## src/rtl/assert_macros.svh

```systemverilog
// Assertion macros used by the top-level RTL file of the alarm queue.
`ifndef ASSERT_MACROS_SVH
`define ASSERT_MACROS_SVH

// Property must hold at every clock edge outside reset.
`define SADQ_ASSERT(label, prop, msg) \
    label: assert property (@(posedge clk) disable iff (!rst_n) prop) else $error(msg);

// Expression must never be true outside reset.
`define SADQ_ASSERT_NEVER(label, expr, msg) \
    `SADQ_ASSERT(label, !(expr), msg)

`endif

```

## src/rtl/sadq_pkg.sv

```systemverilog
// Shared constants, codes and controller interface types of the alarm queue.
`default_nettype none

package sadq_pkg;

    localparam int QUEUE_DEPTH_DEF = 16;

    localparam int TIME_W = 32;
    localparam int TASK_W = 8;
    localparam int CFG_W  = 10;
    localparam int APB_W  = 32;
    localparam int ADDR_W = 3;

    localparam logic [CFG_W-1:0] TICK_MS_RST = 10'd10;
    localparam logic [CFG_W-1:0] TPS_RST     = 10'd100;

    // Register index as decoded from paddr[2].
    typedef logic [0:0] reg_idx_t;
    localparam reg_idx_t REG_TICK_MS          = 1'b0;
    localparam reg_idx_t REG_TICKS_PER_SECOND = 1'b1;

    localparam logic CMD_TICK = 1'b0;
    localparam logic CMD_SET  = 1'b1;

    typedef logic [1:0] kind_t;
    localparam kind_t KIND_SET_ACK = 2'd0;
    localparam kind_t KIND_WOKEN   = 2'd1;
    localparam kind_t KIND_NO_WAKE = 2'd2;

    typedef struct packed {
        logic  load_set;
        logic  load_tick;
        logic  rd_en;
        logic  rd_prev;
        logic  wr_new;
        logic  wr_shift;
        logic  idx_inc;
        logic  idx_dec;
        logic  pend_load;
        logic  emit;
        kind_t emit_kind;
        logic  emit_last;
        logic  commit_tick;
    } ctl_t;

    typedef struct packed {
        logic full;
        logic idx_zero;
        logic idx_at_count;
        logic entry_due;
        logic entry_ge;
        logic pend_valid;
        logic out_free;
    } status_t;

endpackage

`default_nettype wire

```

## src/rtl/sadq_cfg.sv

```systemverilog
// Configuration register file: tick length and ticks per second.
`default_nettype none

module sadq_cfg
(
    input  wire logic                         clk,
    input  wire logic                         rst_n,
    input  wire logic                         psel,
    input  wire logic                         penable,
    input  wire logic                         pwrite,
    input  wire sadq_pkg::reg_idx_t           reg_sel,
    input  wire logic [sadq_pkg::APB_W-1:0]   pwdata,
    output logic      [sadq_pkg::APB_W-1:0]   prdata,
    output logic      [sadq_pkg::CFG_W-1:0]   tick_ms,
    output logic      [sadq_pkg::CFG_W-1:0]   ticks_per_second
);

    logic [sadq_pkg::CFG_W-1:0] tick_ms_reg;
    logic [sadq_pkg::CFG_W-1:0] tick_ms_next;
    logic [sadq_pkg::CFG_W-1:0] tps_reg;
    logic [sadq_pkg::CFG_W-1:0] tps_next;
    logic                       wr_beat;

    assign wr_beat = psel && penable && pwrite;

    always_comb
    begin
        tick_ms_next = tick_ms_reg;
        tps_next     = tps_reg;
        if (wr_beat)
        begin
            case (reg_sel)
                sadq_pkg::REG_TICK_MS:          tick_ms_next = pwdata[sadq_pkg::CFG_W-1:0];
                sadq_pkg::REG_TICKS_PER_SECOND: tps_next     = pwdata[sadq_pkg::CFG_W-1:0];
                default:                        tick_ms_next = tick_ms_reg;
            endcase
        end
    end

    always_ff @(posedge clk or negedge rst_n)
    begin
        if (!rst_n)
        begin
            tick_ms_reg <= sadq_pkg::TICK_MS_RST;
            tps_reg     <= sadq_pkg::TPS_RST;
        end
        else
        begin
            tick_ms_reg <= tick_ms_next;
            tps_reg     <= tps_next;
        end
    end

    always_comb
    begin
        case (reg_sel)
            sadq_pkg::REG_TICK_MS:
                prdata = sadq_pkg::APB_W'(tick_ms_reg);
            sadq_pkg::REG_TICKS_PER_SECOND:
                prdata = sadq_pkg::APB_W'(tps_reg);
            default:
                prdata = '0;
        endcase
    end

    assign tick_ms          = tick_ms_reg;
    assign ticks_per_second = tps_reg;

endmodule

`default_nettype wire

```

## src/rtl/sadq_ctrl.sv

```systemverilog
// Controller state machine: sequences insertion walks, tick walks and result beats.
`default_nettype none

module sadq_ctrl
(
    input  wire logic              clk,
    input  wire logic              rst_n,
    input  wire logic              in_valid,
    input  wire logic              in_cmd,
    output logic                   in_ready,
    input  wire sadq_pkg::status_t st,
    output sadq_pkg::ctl_t         ctl
);

    localparam logic [2:0] S_IDLE    = 3'd0;
    localparam logic [2:0] S_INS_RD  = 3'd1;
    localparam logic [2:0] S_INS_CMP = 3'd2;
    localparam logic [2:0] S_ACK     = 3'd3;
    localparam logic [2:0] S_TCK_RD  = 3'd4;
    localparam logic [2:0] S_TCK_CMP = 3'd5;
    localparam logic [2:0] S_TCK_FIN = 3'd6;

    logic [2:0] state_reg;
    logic [2:0] state_next;

    always_comb
    begin
        state_next = state_reg;
        ctl        = '0;
        in_ready   = 1'b0;
        case (state_reg)
            S_IDLE:
            begin
                in_ready = 1'b1;
                if (in_valid)
                begin
                    if (in_cmd == sadq_pkg::CMD_SET)
                    begin
                        ctl.load_set = 1'b1;
                        state_next   = st.full ? S_ACK : S_INS_RD;
                    end
                    else
                    begin
                        ctl.load_tick = 1'b1;
                        state_next    = S_TCK_RD;
                    end
                end
            end
            // Walk back from the tail, moving entries up until the slot is found.
            S_INS_RD:
            begin
                if (st.idx_zero)
                begin
                    ctl.wr_new = 1'b1;
                    state_next = S_ACK;
                end
                else
                begin
                    ctl.rd_en   = 1'b1;
                    ctl.rd_prev = 1'b1;
                    state_next  = S_INS_CMP;
                end
            end
            S_INS_CMP:
            begin
                if (st.entry_ge)
                begin
                    ctl.wr_shift = 1'b1;
                    ctl.idx_dec  = 1'b1;
                    state_next   = S_INS_RD;
                end
                else
                begin
                    ctl.wr_new = 1'b1;
                    state_next = S_ACK;
                end
            end
            S_ACK:
            begin
                if (st.out_free)
                begin
                    ctl.emit      = 1'b1;
                    ctl.emit_kind = sadq_pkg::KIND_SET_ACK;
                    ctl.emit_last = 1'b1;
                    state_next    = S_IDLE;
                end
            end
            S_TCK_RD:
            begin
                if (st.idx_at_count)
                begin
                    state_next = S_TCK_FIN;
                end
                else
                begin
                    ctl.rd_en  = 1'b1;
                    state_next = S_TCK_CMP;
                end
            end
            // Hold one woken task back until we know whether another follows.
            S_TCK_CMP:
            begin
                if (!st.entry_due)
                begin
                    state_next = S_TCK_FIN;
                end
                else if (!st.pend_valid || st.out_free)
                begin
                    ctl.emit      = st.pend_valid;
                    ctl.emit_kind = sadq_pkg::KIND_WOKEN;
                    ctl.pend_load = 1'b1;
                    ctl.idx_inc   = 1'b1;
                    state_next    = S_TCK_RD;
                end
            end
            S_TCK_FIN:
            begin
                if (st.out_free)
                begin
                    ctl.emit        = 1'b1;
                    ctl.emit_kind   = st.pend_valid ? sadq_pkg::KIND_WOKEN
                                                    : sadq_pkg::KIND_NO_WAKE;
                    ctl.emit_last   = 1'b1;
                    ctl.commit_tick = 1'b1;
                    state_next      = S_IDLE;
                end
            end
            default:
            begin
                state_next = S_IDLE;
            end
        endcase
    end

    always_ff @(posedge clk or negedge rst_n)
    begin
        if (!rst_n)
        begin
            state_reg <= S_IDLE;
        end
        else
        begin
            state_reg <= state_next;
        end
    end

endmodule

`default_nettype wire

```

## src/rtl/sadq_dp.sv

```systemverilog
// Datapath: circular alarm memory, walk index, time counters and result register.
`default_nettype none

module sadq_dp
#(
    parameter int QUEUE_DEPTH = sadq_pkg::QUEUE_DEPTH_DEF
)
(
    input  wire logic                          clk,
    input  wire logic                          rst_n,
    input  wire sadq_pkg::ctl_t                ctl,
    output sadq_pkg::status_t                  st,
    input  wire logic [sadq_pkg::TASK_W-1:0]   task_id,
    input  wire logic [sadq_pkg::TIME_W-1:0]   delay_ms,
    input  wire logic [sadq_pkg::CFG_W-1:0]    tick_ms,
    input  wire logic [sadq_pkg::CFG_W-1:0]    ticks_per_second,
    output logic                               out_valid,
    input  wire logic                          out_ready,
    output sadq_pkg::kind_t                    kind,
    output logic      [sadq_pkg::TASK_W-1:0]   woken_task,
    output logic                               queue_full,
    output logic      [sadq_pkg::TIME_W-1:0]   seconds_now,
    output logic                               last
);

    localparam int AW = (QUEUE_DEPTH > 1) ? $clog2(QUEUE_DEPTH) : 1;
    localparam int CW = $clog2(QUEUE_DEPTH + 1);
    localparam int SW = CW + 1;
    localparam int TW = sadq_pkg::TIME_W;
    localparam int KW = sadq_pkg::TASK_W;
    localparam int FW = sadq_pkg::CFG_W;

    // Keys are stored as deadlines against a running time base; the
    // remaining time of a live entry is key minus base.
    logic [TW-1:0] key_mem  [QUEUE_DEPTH];
    logic [KW-1:0] task_mem [QUEUE_DEPTH];

    logic [CW-1:0] count_reg,   count_next;
    logic [AW-1:0] head_reg,    head_next;
    logic [CW-1:0] idx_reg,     idx_next;
    logic [TW-1:0] base_reg,    base_next;
    logic [FW-1:0] subsec_reg,  subsec_next;
    logic [TW-1:0] seconds_reg, seconds_next;
    logic          pend_valid_reg, pend_valid_next;
    logic          out_valid_reg,  out_valid_next;

    logic [TW-1:0]       delay_reg,   delay_next;
    logic [KW-1:0]       task_reg,    task_next;
    logic                full_reg,    full_next;
    logic [KW-1:0]       pend_task_reg, pend_task_next;
    sadq_pkg::kind_t     kind_reg,    kind_next;
    logic [KW-1:0]       woken_reg,   woken_next;
    logic                qfull_reg,   qfull_next;
    logic [TW-1:0]       secs_out_reg, secs_out_next;
    logic                last_reg,    last_next;

    logic [TW-1:0] rd_key_reg;
    logic [KW-1:0] rd_task_reg;

    logic [AW-1:0] wr_addr;
    logic [AW-1:0] rd_addr;
    logic [CW-1:0] idx_prev;
    logic          wr_en;
    logic [TW-1:0] wr_key;
    logic [KW-1:0] wr_task;
    logic [TW-1:0] remaining;
    logic [FW-1:0] subsec_inc;
    logic          out_free;

    function automatic logic [AW-1:0] phys(input logic [AW-1:0] head,
                                           input logic [CW-1:0] pos);
        logic [SW-1:0] sum;
        sum = SW'(head) + SW'(pos);
        if (sum >= SW'(QUEUE_DEPTH))
        begin
            sum = sum - SW'(QUEUE_DEPTH);
        end
        return sum[AW-1:0];
    endfunction

    assign idx_prev = idx_reg - CW'(1);
    assign wr_addr  = phys(head_reg, idx_reg);
    assign rd_addr  = ctl.rd_prev ? phys(head_reg, idx_prev) : phys(head_reg, idx_reg);
    assign wr_en    = ctl.wr_new || ctl.wr_shift;
    assign wr_key   = ctl.wr_new ? (delay_reg + base_reg) : rd_key_reg;
    assign wr_task  = ctl.wr_new ? task_reg : rd_task_reg;

    assign remaining  = rd_key_reg - base_reg;
    assign subsec_inc = subsec_reg + FW'(1);
    assign out_free   = !out_valid_reg || out_ready;

    always_comb
    begin
        st.full         = (count_reg == CW'(QUEUE_DEPTH));
        st.idx_zero     = (idx_reg == '0);
        st.idx_at_count = (idx_reg == count_reg);
        st.entry_due    = (remaining <= TW'(tick_ms));
        st.entry_ge     = (remaining >= delay_reg);
        st.pend_valid   = pend_valid_reg;
        st.out_free     = out_free;
    end

    always_comb
    begin
        count_next      = count_reg;
        head_next       = head_reg;
        idx_next        = idx_reg;
        base_next       = base_reg;
        subsec_next     = subsec_reg;
        seconds_next    = seconds_reg;
        pend_valid_next = pend_valid_reg;
        out_valid_next  = out_valid_reg;
        delay_next      = delay_reg;
        task_next       = task_reg;
        full_next       = full_reg;
        pend_task_next  = pend_task_reg;
        kind_next       = kind_reg;
        woken_next      = woken_reg;
        qfull_next      = qfull_reg;
        secs_out_next   = secs_out_reg;
        last_next       = last_reg;

        if (ctl.load_set)
        begin
            delay_next = delay_ms;
            task_next  = task_id;
            full_next  = st.full;
            idx_next   = count_reg;
        end

        if (ctl.load_tick)
        begin
            idx_next        = '0;
            pend_valid_next = 1'b0;
            // Roll the sub-second count; a zero limit rolls on every tick.
            if (subsec_inc >= ticks_per_second)
            begin
                subsec_next  = '0;
                seconds_next = seconds_reg + TW'(1);
            end
            else
            begin
                subsec_next = subsec_inc;
            end
        end

        if (ctl.idx_inc)
        begin
            idx_next = idx_reg + CW'(1);
        end
        if (ctl.idx_dec)
        begin
            idx_next = idx_prev;
        end

        if (ctl.wr_new)
        begin
            count_next = count_reg + CW'(1);
        end

        if (ctl.pend_load)
        begin
            pend_valid_next = 1'b1;
            pend_task_next  = rd_task_reg;
        end

        // Drop the woken prefix and advance the time base.
        if (ctl.commit_tick)
        begin
            head_next  = wr_addr;
            count_next = count_reg - idx_reg;
            base_next  = base_reg + TW'(tick_ms);
        end

        if (ctl.emit)
        begin
            out_valid_next = 1'b1;
            kind_next      = ctl.emit_kind;
            woken_next     = (ctl.emit_kind == sadq_pkg::KIND_WOKEN) ? pend_task_reg : '0;
            qfull_next     = (ctl.emit_kind == sadq_pkg::KIND_SET_ACK) ? full_reg : 1'b0;
            secs_out_next  = seconds_reg;
            last_next      = ctl.emit_last;
        end
        else if (out_ready)
        begin
            out_valid_next = 1'b0;
        end
    end

    always_ff @(posedge clk or negedge rst_n)
    begin
        if (!rst_n)
        begin
            count_reg      <= '0;
            head_reg       <= '0;
            idx_reg        <= '0;
            base_reg       <= '0;
            subsec_reg     <= '0;
            seconds_reg    <= '0;
            pend_valid_reg <= 1'b0;
            out_valid_reg  <= 1'b0;
        end
        else
        begin
            count_reg      <= count_next;
            head_reg       <= head_next;
            idx_reg        <= idx_next;
            base_reg       <= base_next;
            subsec_reg     <= subsec_next;
            seconds_reg    <= seconds_next;
            pend_valid_reg <= pend_valid_next;
            out_valid_reg  <= out_valid_next;
        end
    end

    always_ff @(posedge clk)
    begin
        delay_reg     <= delay_next;
        task_reg      <= task_next;
        full_reg      <= full_next;
        pend_task_reg <= pend_task_next;
        kind_reg      <= kind_next;
        woken_reg     <= woken_next;
        qfull_reg     <= qfull_next;
        secs_out_reg  <= secs_out_next;
        last_reg      <= last_next;
    end

    always_ff @(posedge clk)
    begin
        if (wr_en)
        begin
            key_mem[wr_addr]  <= wr_key;
            task_mem[wr_addr] <= wr_task;
        end
        if (ctl.rd_en)
        begin
            rd_key_reg  <= key_mem[rd_addr];
            rd_task_reg <= task_mem[rd_addr];
        end
    end

    assign out_valid   = out_valid_reg;
    assign kind        = kind_reg;
    assign woken_task  = woken_reg;
    assign queue_full  = qfull_reg;
    assign seconds_now = secs_out_reg;
    assign last        = last_reg;

endmodule

`default_nettype wire

```

## src/rtl/sorted_alarm_delta_queue.sv

```systemverilog
// Sorted alarm delta queue: a deadline-ordered table of task wake-up alarms.
// Input channel (in_valid/in_ready) carries one item per beat: cmd selects a
// tick or a set-alarm with task_id and delay_ms. Output channel
// (out_valid/out_ready) returns result beats; last marks the final beat of an item.
// A set gives one beat (kind 0, queue_full when the table was full).
// A tick gives one beat per woken task (kind 1) in deadline order, or one kind 2 beat.
// A set walks back from the tail of the table, moving alarms up one slot until
// the slot of the new alarm is found; a full table skips the walk. A tick walks
// from the head until it meets an alarm that is not yet due. The alarm memory
// has a single read port, so each walk visits one entry at a time: read it,
// then compare it (and, for a set, write it back one slot up).
// One item is in work at a time; the next is taken once the last result of
// the current one sits in the output register.
// A stalled receiver holds the result register; a tick that wakes several
// tasks pauses its walk until the previous beat is taken.
// Reset empties the table, clears the tick and seconds counts and loads
// tick_ms = 10 and ticks_per_second = 100 (APB offsets 0 and 4).
`default_nettype none
`include "assert_macros.svh"

module sorted_alarm_delta_queue
#(
    parameter int QUEUE_DEPTH = sadq_pkg::QUEUE_DEPTH_DEF
)
(
    input  wire logic                          clk,
    input  wire logic                          rst_n,
    input  wire logic                          psel,
    input  wire logic                          penable,
    input  wire logic                          pwrite,
    input  wire logic [sadq_pkg::ADDR_W-1:0]   paddr,
    input  wire logic [sadq_pkg::APB_W-1:0]    pwdata,
    output logic      [sadq_pkg::APB_W-1:0]    prdata,
    output logic                               pready,
    input  wire logic                          in_valid,
    output logic                               in_ready,
    input  wire logic                          cmd,
    input  wire logic [sadq_pkg::TASK_W-1:0]   task_id,
    input  wire logic [sadq_pkg::TIME_W-1:0]   delay_ms,
    output logic                               out_valid,
    input  wire logic                          out_ready,
    output logic      [1:0]                    kind,
    output logic      [sadq_pkg::TASK_W-1:0]   woken_task,
    output logic                               queue_full,
    output logic      [sadq_pkg::TIME_W-1:0]   seconds_now,
    output logic                               last
);

    sadq_pkg::ctl_t              ctl;
    sadq_pkg::status_t           st;
    sadq_pkg::kind_t             kind_w;
    logic [sadq_pkg::CFG_W-1:0]  tick_ms;
    logic [sadq_pkg::CFG_W-1:0]  ticks_per_second;

    assign pready = 1'b1;
    assign kind   = kind_w;

    sadq_cfg u_cfg
    (
        .clk              (clk),
        .rst_n            (rst_n),
        .psel             (psel),
        .penable          (penable),
        .pwrite           (pwrite),
        .reg_sel          (paddr[2]),
        .pwdata           (pwdata),
        .prdata           (prdata),
        .tick_ms          (tick_ms),
        .ticks_per_second (ticks_per_second)
    );

    sadq_ctrl u_ctrl
    (
        .clk      (clk),
        .rst_n    (rst_n),
        .in_valid (in_valid),
        .in_cmd   (cmd),
        .in_ready (in_ready),
        .st       (st),
        .ctl      (ctl)
    );

    sadq_dp
    #(
        .QUEUE_DEPTH (QUEUE_DEPTH)
    )
    u_dp
    (
        .clk              (clk),
        .rst_n            (rst_n),
        .ctl              (ctl),
        .st               (st),
        .task_id          (task_id),
        .delay_ms         (delay_ms),
        .tick_ms          (tick_ms),
        .ticks_per_second (ticks_per_second),
        .out_valid        (out_valid),
        .out_ready        (out_ready),
        .kind             (kind_w),
        .woken_task       (woken_task),
        .queue_full       (queue_full),
        .seconds_now      (seconds_now),
        .last             (last)
    );

    `SADQ_ASSERT(a_one_item_at_a_time, in_valid && in_ready |=> !in_ready, "item taken while busy")
    `SADQ_ASSERT_NEVER(a_no_result_overrun, ctl.emit && out_valid && !out_ready, "result overrun")
    `SADQ_ASSERT(a_commit_last, ctl.commit_tick |-> ctl.emit && ctl.emit_last, "stray tick commit")
    `SADQ_ASSERT(a_back_to_idle, ctl.emit && ctl.emit_last |=> in_ready, "not idle after last beat")

endmodule

`default_nettype wire
```

## config.mk

```make
export PLATFORM = sky130hd
export DESIGN_NAME = sorted_alarm_delta_queue
export DESIGN_NICKNAME = d
export VERILOG_FILES = /design/src/rtl/sadq_pkg.sv /design/src/rtl/sadq_cfg.sv /design/src/rtl/sadq_ctrl.sv /design/src/rtl/sadq_dp.sv /design/src/rtl/sorted_alarm_delta_queue.sv
export VERILOG_INCLUDE_DIRS = /design/src /design/src/rtl
export SDC_FILE = /design/constraint.sdc
export NUM_CORES = 1
export LEC_CHECK = 0
export BUFFER_PORTS_ARGS = -buffer_cell sky130_fd_sc_hd__buf_2
export CORE_ASPECT_RATIO = 1.75
export CORE_MARGIN = 2
export CORE_UTILIZATION = 51
export CTS_CLUSTER_DIAMETER = 60
export CTS_CLUSTER_SIZE = 28
export DETAILED_ROUTE_END_ITERATION = 12
export GPL_ROUTABILITY_DRIVEN = 0
export GPL_TIMING_DRIVEN = 0
export PLACE_DENSITY = 0.68
export REMOVE_ABC_BUFFERS = 1
export SYNTH_ARGS = -nofsm -noshare
export SYNTH_HDL_FRONTEND = slang
export SYNTH_HIERARCHICAL = 1
export SYNTH_SLANG_ARGS = --single-unit
```

## constraint.sdc

```tcl
create_clock -name clk -period 12.7 [get_ports clk]
set_input_delay 3.175 -clock clk [delete_from_list [all_inputs] [get_ports clk]]
set_output_delay 3.175 -clock clk [all_outputs]
set_load 0.01 [all_outputs]
```

Yosys cells after proc, flatten, opt, wreduce, memory -nomap -nowiden
Memories as Yosys holds them, arrays and structs flattened. A register that Yosys moved wholly into a read port is not among the register bits.
Cells that the tools add are included.
{"block": "totals", "reg_bits": 206, "ramBits": 640, "inputBits": 83, "out_inout_bits": 79, "mem_count": 2}
{"block": "op_classes", "n_addsub": 13, "order_cmp": 5, "eq_ne": 12, "mux": 55, "bitwise_logic": 1, "reduce_logical": 19}
{"memory": "u_dp.key_mem", "words": 16, "width": 32, "read_ports": 1, "rd_ports_with_merged_regs": 1, "write_ports": 1, "line_no": "sadq_dp.sv:35", "source": "logic [TW-1:0] key_mem [QUEUE_DEPTH];"}
{"memory": "u_dp.task_mem", "words": 16, "width": 8, "read_ports": 1, "rd_ports_with_merged_regs": 1, "write_ports": 1, "line_no": "sadq_dp.sv:36", "source": "logic [KW-1:0] task_mem [QUEUE_DEPTH];"}
{"cell": "$pmux 32 s2", "n": 1}
{"cell": "$mux 5", "n": 7}
{"cell": "$add 32x1->32 const B", "n": 1}
{"cell": "$add 32x10->32", "n": 1}
{"cell": "$add 32x32->32", "n": 1}
{"cell": "$ge 32x32->1", "n": 1}
{"cell": "$le 32x10->1", "n": 1}
{"cell": "$mux 32", "n": 1}
{"cell": "$sub 32x32->32", "n": 1}
{"cell": "$mux 4", "n": 6}
{"cell": "$mux 1", "n": 21}
{"cell": "$pmux 3 s6", "n": 1}
{"cell": "$mux 3", "n": 5}
{"cell": "$mux 2", "n": 7}
{"cell": "$add 4x5->6", "n": 2}
{"cell": "$ge 6x5->1 const B", "n": 2}
{"cell": "$add 10x1->10 const B", "n": 1}
{"cell": "$add 5x1->5 const B", "n": 2}
{"cell": "$ge 10x10->1", "n": 1}
{"cell": "$mux 10", "n": 1}
{"cell": "$eq 3x3->1 const B", "n": 3}
{"cell": "$pmux 3 s3", "n": 1}
{"cell": "$mux 8", "n": 1}
{"cell": "$sub 4x1->4 const B", "n": 2}
{"cell": "other kinds (23)", "n": 34}

Logic depth before layout (Yosys ltp)
Gate-level depths: netlist (run 1).
{"block": "depth", "word_depth": 8, "mapped_depth": 30, "mapped_depth_nobuf": 28}

Modules after synthesis
Netlist (run 1), hierarchy kept.
{"module": "sadq_dp", "n_inst": 1, "cells_per_inst": 2404, "area_per_inst_um2": 38421.8, "seq_area_each_um2": 25464.4}
{"module": "sadq_cfg", "n_inst": 1, "cells_per_inst": 77, "area_per_inst_um2": 1088.5, "seq_area_each_um2": 506.7}
{"module": "sadq_ctrl", "n_inst": 1, "cells_per_inst": 61, "area_per_inst_um2": 426.7, "seq_area_each_um2": 75.1}
{"module": "sorted_alarm_delta_queue", "n_inst": 1, "cells_per_inst": 2, "area_per_inst_um2": 11.3, "seq_area_each_um2": 0.0}

Least setup slack after synthesis (run 1)
Ideal clock, no wire load.
{"block": "synth_timing", "kind": "register to register", "startpoint": "register u_dp.base_reg[1]", "endpoint": "register u_dp.kind_reg[0] (netlist: u_dp/kind[0]), enable pin", "setup_time_ns": 0.458, "arrival_ns": 6.903, "required_ns": 12.242, "slack_ns": 5.339, "stages_incl_launch_ff": 21, "n_path_buf": 0, "period_less_slack_ns": 7.361, "cell_sequence": "dfrtp_1 inv_1 ha_1 nor2b_1 o31a_1 o21ai_2 o21bai_1 a21oi_1 xnor2_1 ha_1 a2111oi_0 o21ai_0 a2111oi_2 or4b_1 or4b_1 or4_1 nor4_2 nand2_1 o22ai_1 nand2_1 a21boi_1"}
{"element": "start, declared", "line_no": "sadq_dp.sv:41", "source": "logic [TW-1:0] base_reg, base_next;"}
{"element": "start signal, assigned", "line_no": "sadq_dp.sv:208", "source": "base_reg <= base_next;"}
{"element": "end signal, assigned", "line_no": "sadq_dp.sv:222", "source": "kind_reg <= kind_next;"}
{"element": "end, declared", "line_no": "sadq_dp.sv:51", "source": "sadq_pkg::kind_t kind_reg, kind_next;"}

==> results of run 1 <==
## worst paths after layout
| path | to | startpoint | depth (start not counted) | slack [ps] |
|---|---|---|---|---|
| min | u_dp/pend_task_reg[6]$_DFFE_PP_ | u_dp/rd_task_reg[6]$_DFFE_PP_ | 0 | 480 |
| max in group asynchronous | u_dp/idx_reg[0]$_DFFE_PN0P_ | rst_n | 2 | 9530 |
| min in group asynchronous | u_cfg/ticks_per_second[3]$_DFFE_PN0P_ | rst_n | 1 | 2400 |
| max reg2reg | u_dp/woken_task[4]$_SDFFCE_PP0P_ | u_dp/base_reg[1]$_DFFE_PN0P_ | 21 | 4850 |
| max | u_dp/woken_task[4]$_SDFFCE_PP0P_ | u_dp/base_reg[1]$_DFFE_PN0P_ | 21 | 4850 |
| min reg2reg | u_dp/pend_task_reg[6]$_DFFE_PP_ | u_dp/rd_task_reg[6]$_DFFE_PP_ | 0 | 480 |
## area by class of cell
type / count / area, um2 / share of cell area [%]
clock buffer: 54 / 1150 / 2.58
multi-input combinational: 1429 / 13100 / 29.5
timing repair buffer: 194 / 2130 / 4.78
sequential: 886 / 26000 / 58.5
clock inverter: 20 / 245 / 0.551
inverter: 131 / 492 / 1.11
tap: 1027 / 1280 / 2.89
## Yosys cell counts, types with 50 or more instances
cell type	count
nand3_1	50
nor2b_1	56
xnor2_1	84
dfrtp_1	108
o21ai_0	69
a21oi_1	127
edfxtp_1	773
nand2_1	92
mux2_2	55
nor2_1	91
ha_1	141
mux4_2	160
inv_1	129
a211oi_1	50
xor2_1	54
clkbuf_1	71
## per-stage QoR
| step | std cells | setup TNS, ps | hold slack (ps) |
|---|---|---|---|
| 2_1_floorplan | 2446 | -205990 | 422 |
| 3_3_place_gp | 3587 | -1928460 | 450 |
| 3_5_place_dp | 3667 | 0 | 455 |
| 4_1_cts | 3741 | 0 | 479 |
| 5_1_grt | 3741 | 0 | 486 |
| 6_report | 3741 | 0 | 479 |
## routing by layer
| metal | wire (um) | up-vias | part of all wire [%] |
|---|---|---|---|
| met5 | 0 | - | 0 |
| met4 | 2350 | 0 | 2.6 |
| met3 | 4300 | 117 | 4.7 |
| met2 | 49100 | 661 | 54 |
| met1 | 35700 | 11615 | 39 |
| li1 | - | 10024 | - |
## kinds of logic after synthesis
kind of cell    synth area share (%)
buf+inv                         2.68
compound gates                  6.23
simple gates                    5.91
mux                             12.2
fa+ha+maj                       4.72
xor+xnor                        3.07
other cells                   0.0188
flops                           65.2
==> impl_metrics.py, run 1 <==
metrics = {
    "layout": {
        "diodes": 0,
        "fin_util_pct": 57.4,
        "largest_register_ffs": 512,
        "reg_top3": "u_dp/key_mem (512), u_dp/task_mem (128)",
        "final_nets": 2915,
        "post-route-cell-area_mm2": 0.0445,
        "max_flop_register": "u_dp/key_mem",
        "syn_to_final_growth_pct": 11.4,
        "layout.cells.most_common_list": "edfxtp_1 (773), mux4_2 (160), ha_1 (141), inv_1 (129), a21oi_1 (127)",
        "drive_gt1_share_pct": 19.7,
        "fillers": 5813,
        "final_common_cell": "edfxtp_1",
    },
    "die": {
        "io_pins": 162,
        "num_rows": 135,
        "initial_core_util_pct": 51.5,
        "core_area_mm2": 0.0775,
        "fp.dieW_um": 216,
        "die-area_mm2": 0.0807,
        "die_h_um": 374,
    },
    "clock_network": {
        "clock-root-buffer": "clkbuf_16",
        "holdBufCountCts": 0,
        "insertion_delay_ps": 630,
        "cts_max_level": 2,
        "cts.sinks": 886,
        "postCtsSetupRepairBufs": 0,
        "clkSlewWorstSetupHoldPaths_ps": 100,
        "clockBufferDepth": 3,
        "cts_tree": "yes",
        "cts-buffers-inserted": 43,
        "ctsResizeCount": 0,
    },
    "global_routing": {
        "grt-busiest-layer": "met2",
        "grt_use_total_pct": 22.7,
        "grt-ovfl-total": 0,
        "use_met3_pct": 2.32,
        "grt_max_degree": 93,
        "grt_pass1_wl_mm": 138,
        "grt_pass1_vias": 23242,
        "antenna_found_initial": 0,
        "met2_usage_pct": 42.0,
        "met1_usage_pct": 28.1,
    },
    "routing": {
        "vias": 22417,
        "wl_mm": 91.4,
        "dr.pass1.iters": 5,
        "drc": 0,
        "vias_per_cell": 5.99,
        "drt-initial-drc-count": 2138,
        "antenna_left": 0,
        "wl_per_cell_um": 24.4,
    },
    "synth": {
        "synth_top_area_share_pct": 58.1,
        "synth-seq-cells": 886,
        "ys_seq_area_share_pct": 65.2,
        "synth_cell_types": 81,
        "async_flop_share_pct": 12.8,
        "ys.flop_type": "edfxtp_1",
        "yosys-top-cells-area": "edfxtp_1 (58%), mux4_2 (9.0%), dfrtp_1 (6.8%)",
        "synth_area_mm2": 0.0399,
        "ys_warn_count": 6,
        "yosysTopAreaCell": "edfxtp_1",
        "syn_inst": 2544,
        "synth_edf_count": 773,
        "avgSynthCellArea_um2": 15.7,
    },
    "hold_path": {
        "hold_path.class": "reg -> reg",
    },
    "setup_path": {
        "required_ps": 13200,
        "slowest_delay_ps": 1040,
        "path_class": "reg -> reg",
        "path_cells": "inv_1 -> ha_1 -> nor2b_1 -> o31a_1 -> o21ai_2 -> o21bai_1 -> a21oi_1 -> xnor2_1 -> ha_1 -> a2111oi_0 -> o21ai_0 -> a2111oi_2 -> or4b_1 -> or4b_1 -> or4_1 -> nor4_2 -> nand2_1 -> nor3_2 -> a21o_1 -> nor2b_1 -> and2_1",
        "slowest_stage": "nor2b_1",
        "path_delay_family": "simple AND/OR/NAND/NOR gates",
        "end_kind": "flip-flop",
        "start_kind": "flip-flop",
        "cp_num_buf_inv": 1,
        "cp_max_fo": 11,
        "cp.arrival_ps": 8350,
    },
    "sta": {
        "setup_slack_ps": 4850,
        "fin_skew_ps": 28.9,
        "max_freq_mhz": 127,
        "finalCritPeriodShare_pct": 61.8,
        "max_slew.worst_pin.slew_ps": 1360,
        "hold_viol": 0,
        "setup_viol": 0,
        "slew_headroom_pct": 9.13,
        "slew_viol_final": 0,
        "rsz0062_at_grt": "no",
        "post-route-min-period_ps": 7850,
    },
    "placed_design": {
        "placed_area_mm2": 0.0431,
        "numPortBuffers": 114,
        "hpwl_mm": 62.9,
        "dp_slack_ps": 4720,
    },
    "job": {
        "drv_cap": 0,
    },
    "status": {
        "status": "complete, no violations",
    },
}
Power of run 1 is not shown: default switching activity piles up to over one toggle a cycle in this logic, so the estimate is an artifact.
==> inputs of run 2 (changes only) <==
--- a/config.mk
+++ b/config.mk
@@ -6,6 +6,7 @@
 export SDC_FILE = /design/constraint.sdc
 export NUM_CORES = 1
 export LEC_CHECK = 0
+export ABC_AREA = 1
 export BUFFER_PORTS_ARGS = -buffer_cell sky130_fd_sc_hd__buf_2
 export CORE_ASPECT_RATIO = 1.75
 export CORE_MARGIN = 2
@@ -15,7 +16,7 @@
 export DETAILED_ROUTE_END_ITERATION = 12
 export GPL_ROUTABILITY_DRIVEN = 0
 export GPL_TIMING_DRIVEN = 0
-export PLACE_DENSITY = 0.68
+export PLACE_DENSITY = 0.7
 export REMOVE_ABC_BUFFERS = 1
 export SYNTH_ARGS = -nofsm -noshare
 export SYNTH_HDL_FRONTEND = slang
==> constraint.sdc (replaced) <==
create_clock -name clk -period 6.5 [get_ports clk]
set_input_delay 1.625 -clock clk [delete_from_list [all_inputs] [get_ports clk]]
set_output_delay 1.625 -clock clk [all_outputs]
set_load 0.01 [all_outputs]
==> impl_metrics.py, run 2 <==
metrics = {
    "synth": {
        "synth_top_area_share_pct": 55.2,
        "synth-seq-cells": 886,
        "synth_edf_count": 773,
        "netlist_top_cells_count": "nand2_1 (805), edfxtp_1 (773), nor2_1 (488)",
        "ys_warn_count": 6,
        "ys_seq_area_share_pct": 61.9,
        "syn_inst": 4060,
        "yosys-top-cells-area": "edfxtp_1 (55%), nand2_1 (7.2%), dfrtp_1 (6.4%)",
        "synth_area_mm2": 0.0420,
        "async_flop_share_pct": 12.8,
        "yosysTopAreaCell": "edfxtp_1",
        "ys.flop_type": "edfxtp_1",
        "synth_cell_types": 54,
        "yosys.cell_count.top_type": "nand2_1",
        "avgSynthCellArea_um2": 10.4,
    },
    "die": {
        "core_area_mm2": 0.0819,
        "fp.dieW_um": 221,
        "num_rows": 139,
        "die-area_mm2": 0.0849,
        "io_pins": 162,
        "initial_core_util_pct": 51.3,
        "die_h_um": 384,
    },
    "status": {
        "status": "complete, no violations",
    },
    "global_routing": {
        "grt_use_total_pct": 25.9,
        "grt_pass1_wl_mm": 169,
        "antenna_found_initial": 0,
        "grt_max_degree": 165,
        "grt_pass1_vias": 29606,
        "grt-ovfl-total": 0,
    },
    "setup_path": {
        "required_ps": 6830,
        "cp.arrival_ps": 6550,
        "start_kind": "flip-flop",
        "reg2reg_from": "u_dp/base_reg[0]$_DFFE_PN0P_",
        "end_kind": "flip-flop",
        "timing.rr.end": "u_dp/key_mem[9][26]$_DFFE_PP_",
        "reg2reg_slack_ps": 280,
        "cp_max_fo": 17,
        "reg2reg_depth": 27,
        "path_class": "reg -> reg",
    },
    "clock_network": {
        "ctsResizeCount": 0,
        "cts-buffers-inserted": 46,
        "cts_tree": "yes",
        "postCtsSetupRepairBufs": 0,
        "holdBufCountCts": 0,
        "clkSlewWorstSetupHoldPaths_ps": 100,
        "clockBufferDepth": 3,
        "clock-root-buffer": "clkbuf_16",
        "cts.sinks": 886,
        "cts_max_level": 2,
        "insertion_delay_ps": 660,
    },
    "routing": {
        "drc": 0,
        "drt-initial-drc-count": 3050,
        "vias_per_cell": 5.82,
        "antenna_left": 0,
        "wl_per_cell_um": 21.6,
        "dr.pass1.iters": 6,
        "wl_mm": 112,
        "vias": 30288,
    },
    "job": {
        "drv_cap": 0,
    },
    "layout": {
        "reg_top3": "u_dp/key_mem (512), u_dp/task_mem (128)",
        "layout.cells.most_common_list": "nand2_1 (805), edfxtp_1 (773), nor2_1 (469), o21ai_0 (455), inv_1 (322)",
        "regArea_mm2": 0.0260,
        "fillers": 6745,
        "drive_gt1_share_pct": 8.24,
        "final_nets": 4354,
        "syn_to_final_growth_pct": 9.74,
        "multiInputGateArea_mm2": 0.0141,
        "diodes": 0,
        "largest_register_ffs": 512,
        "final_common_cell": "nand2_1",
        "max_flop_register": "u_dp/key_mem",
    },
    "placed_design": {
        "numPortBuffers": 114,
        "dp_slack_ps": 69.3,
        "hpwl_mm": 74.1,
    },
    "hold_path": {
        "min_to": "u_dp/seconds_now[30]$_DFFE_PP_",
        "min_from": "u_dp/seconds_reg[30]$_DFFE_PN0P_",
        "hold_path.class": "reg -> reg",
        "holdPathStages": 0,
    },
    "sta": {
        "slew_headroom_pct": 13.4,
        "tns_ps": 0,
        "fin_skew_ps": 51.9,
        "hold_viol": 0,
        "setup_viol": 0,
        "finalCritPeriodShare_pct": 95.7,
        "rsz0062_at_grt": "no",
        "slew_viol_final": 0,
        "setup_slack_ps": 278,
        "max_slew.worst_pin.slew_ps": 1300,
        "max_freq_mhz": 161,
        "post-route-min-period_ps": 6220,
    },
}
[run 2: cell type report]
class	instances	area share, %
Timing Repair Buffer	174	4.13
Tap cell	1057	2.87
Sequential cell	886	56.4
Multi-Input combinational cell	2676	30.5
Clock inverter	22	0.700
Inverter	340	2.80
Clock buffer	50	2.57
[run 2: cells by family (layout without fill, tap and decap cells)]
kind of cell	Yosys count	count (layout)	synth area share, %
simple gates	1556	1556	15.2
flops	886	886	61.9
compound gates	847	847	11.0
buf+inv	519	586	5.27
fa+ha+maj	147	147	4.48
xor+xnor	103	103	2.18
other cells	2	23	0.0179
[run 2: layer usage]
layer  global-route usage [%]  vias to the layer above  wire [um]
li1                         -                    14061          -
met3                     3.33                      292       7470
met5                        0                        -          0
met2                     46.8                     1229      57500
met4                     11.8                        0       5240
met1                     30.9                    14706      42100
[run 2: worst max-delay path, stage by stage (launching register included)]
cell     delay (ps)
dfrtp_1         430
ha_1            250
fa_1            430
inv_1           100
nand2_1          50
nand2_1         100
and2_1          210
xor2_1          290
ha_1            290
nand4_1         110
a21oi_1          90
o21ai_0         200
nand2_1         120
nand2_1          80
nand2_1          80
nand2_1         100
nand2_1         100
nand2_1          80
nand2_1          50
inv_1           200
nand3_1         190
o21ai_4         340
buf_16          250
or2_2           190
nand3_1         360
nor2_4          700
buf_16          230
buf_12          200
[run 2: worst max-delay path by stage]
stage	from	to	slack (ps)	cells past startpoint
final	u_dp/base_reg[0]$_DFFE_PN0P_	u_dp/key_mem[9][26]$_DFFE_PP_	280	27
after detailed placement	u_dp/base_reg[0]$_DFFE_PN0P_	u_dp/key_mem[9][24]$_DFFE_PP_	70	25
after floorplan	u_dp/idx_reg[1]$_DFFE_PN0P_	u_dp/rd_key_reg[11]$_DFFE_PP_	-1520	12
after CTS	u_dp/base_reg[0]$_DFFE_PN0P_	u_dp/key_mem[9][26]$_DFFE_PP_	20	25
after global placement	u_dp/idx_reg[1]$_DFFE_PN0P_	u_dp/rd_key_reg[24]$_DFFE_PP_	-9320	12
after global routing	u_dp/rd_key_reg[3]$_DFFE_PP_	u_dp/key_mem[9][26]$_DFFE_PP_	140	28
[run 2: stage by stage]
| step | hold WS, ps | area [um2] | instances | utilization (%) |
|---|---|---|---|---|
| 2_1_floorplan | 425 | 41200 | 3902 | - |
| 3_3_place_gp | 432 | 43100 | 5073 | 52.6 |
| 3_5_place_dp | 443 | 44600 | 5132 | 54.5 |
| 4_1_cts | 477 | 46100 | 5204 | 56.3 |
| 5_1_grt | 494 | 46100 | 5205 | 56.3 |
| 6_report | 470 | 46100 | 5205 | 56.3 |
Power of run 2 is left out for the same reason.
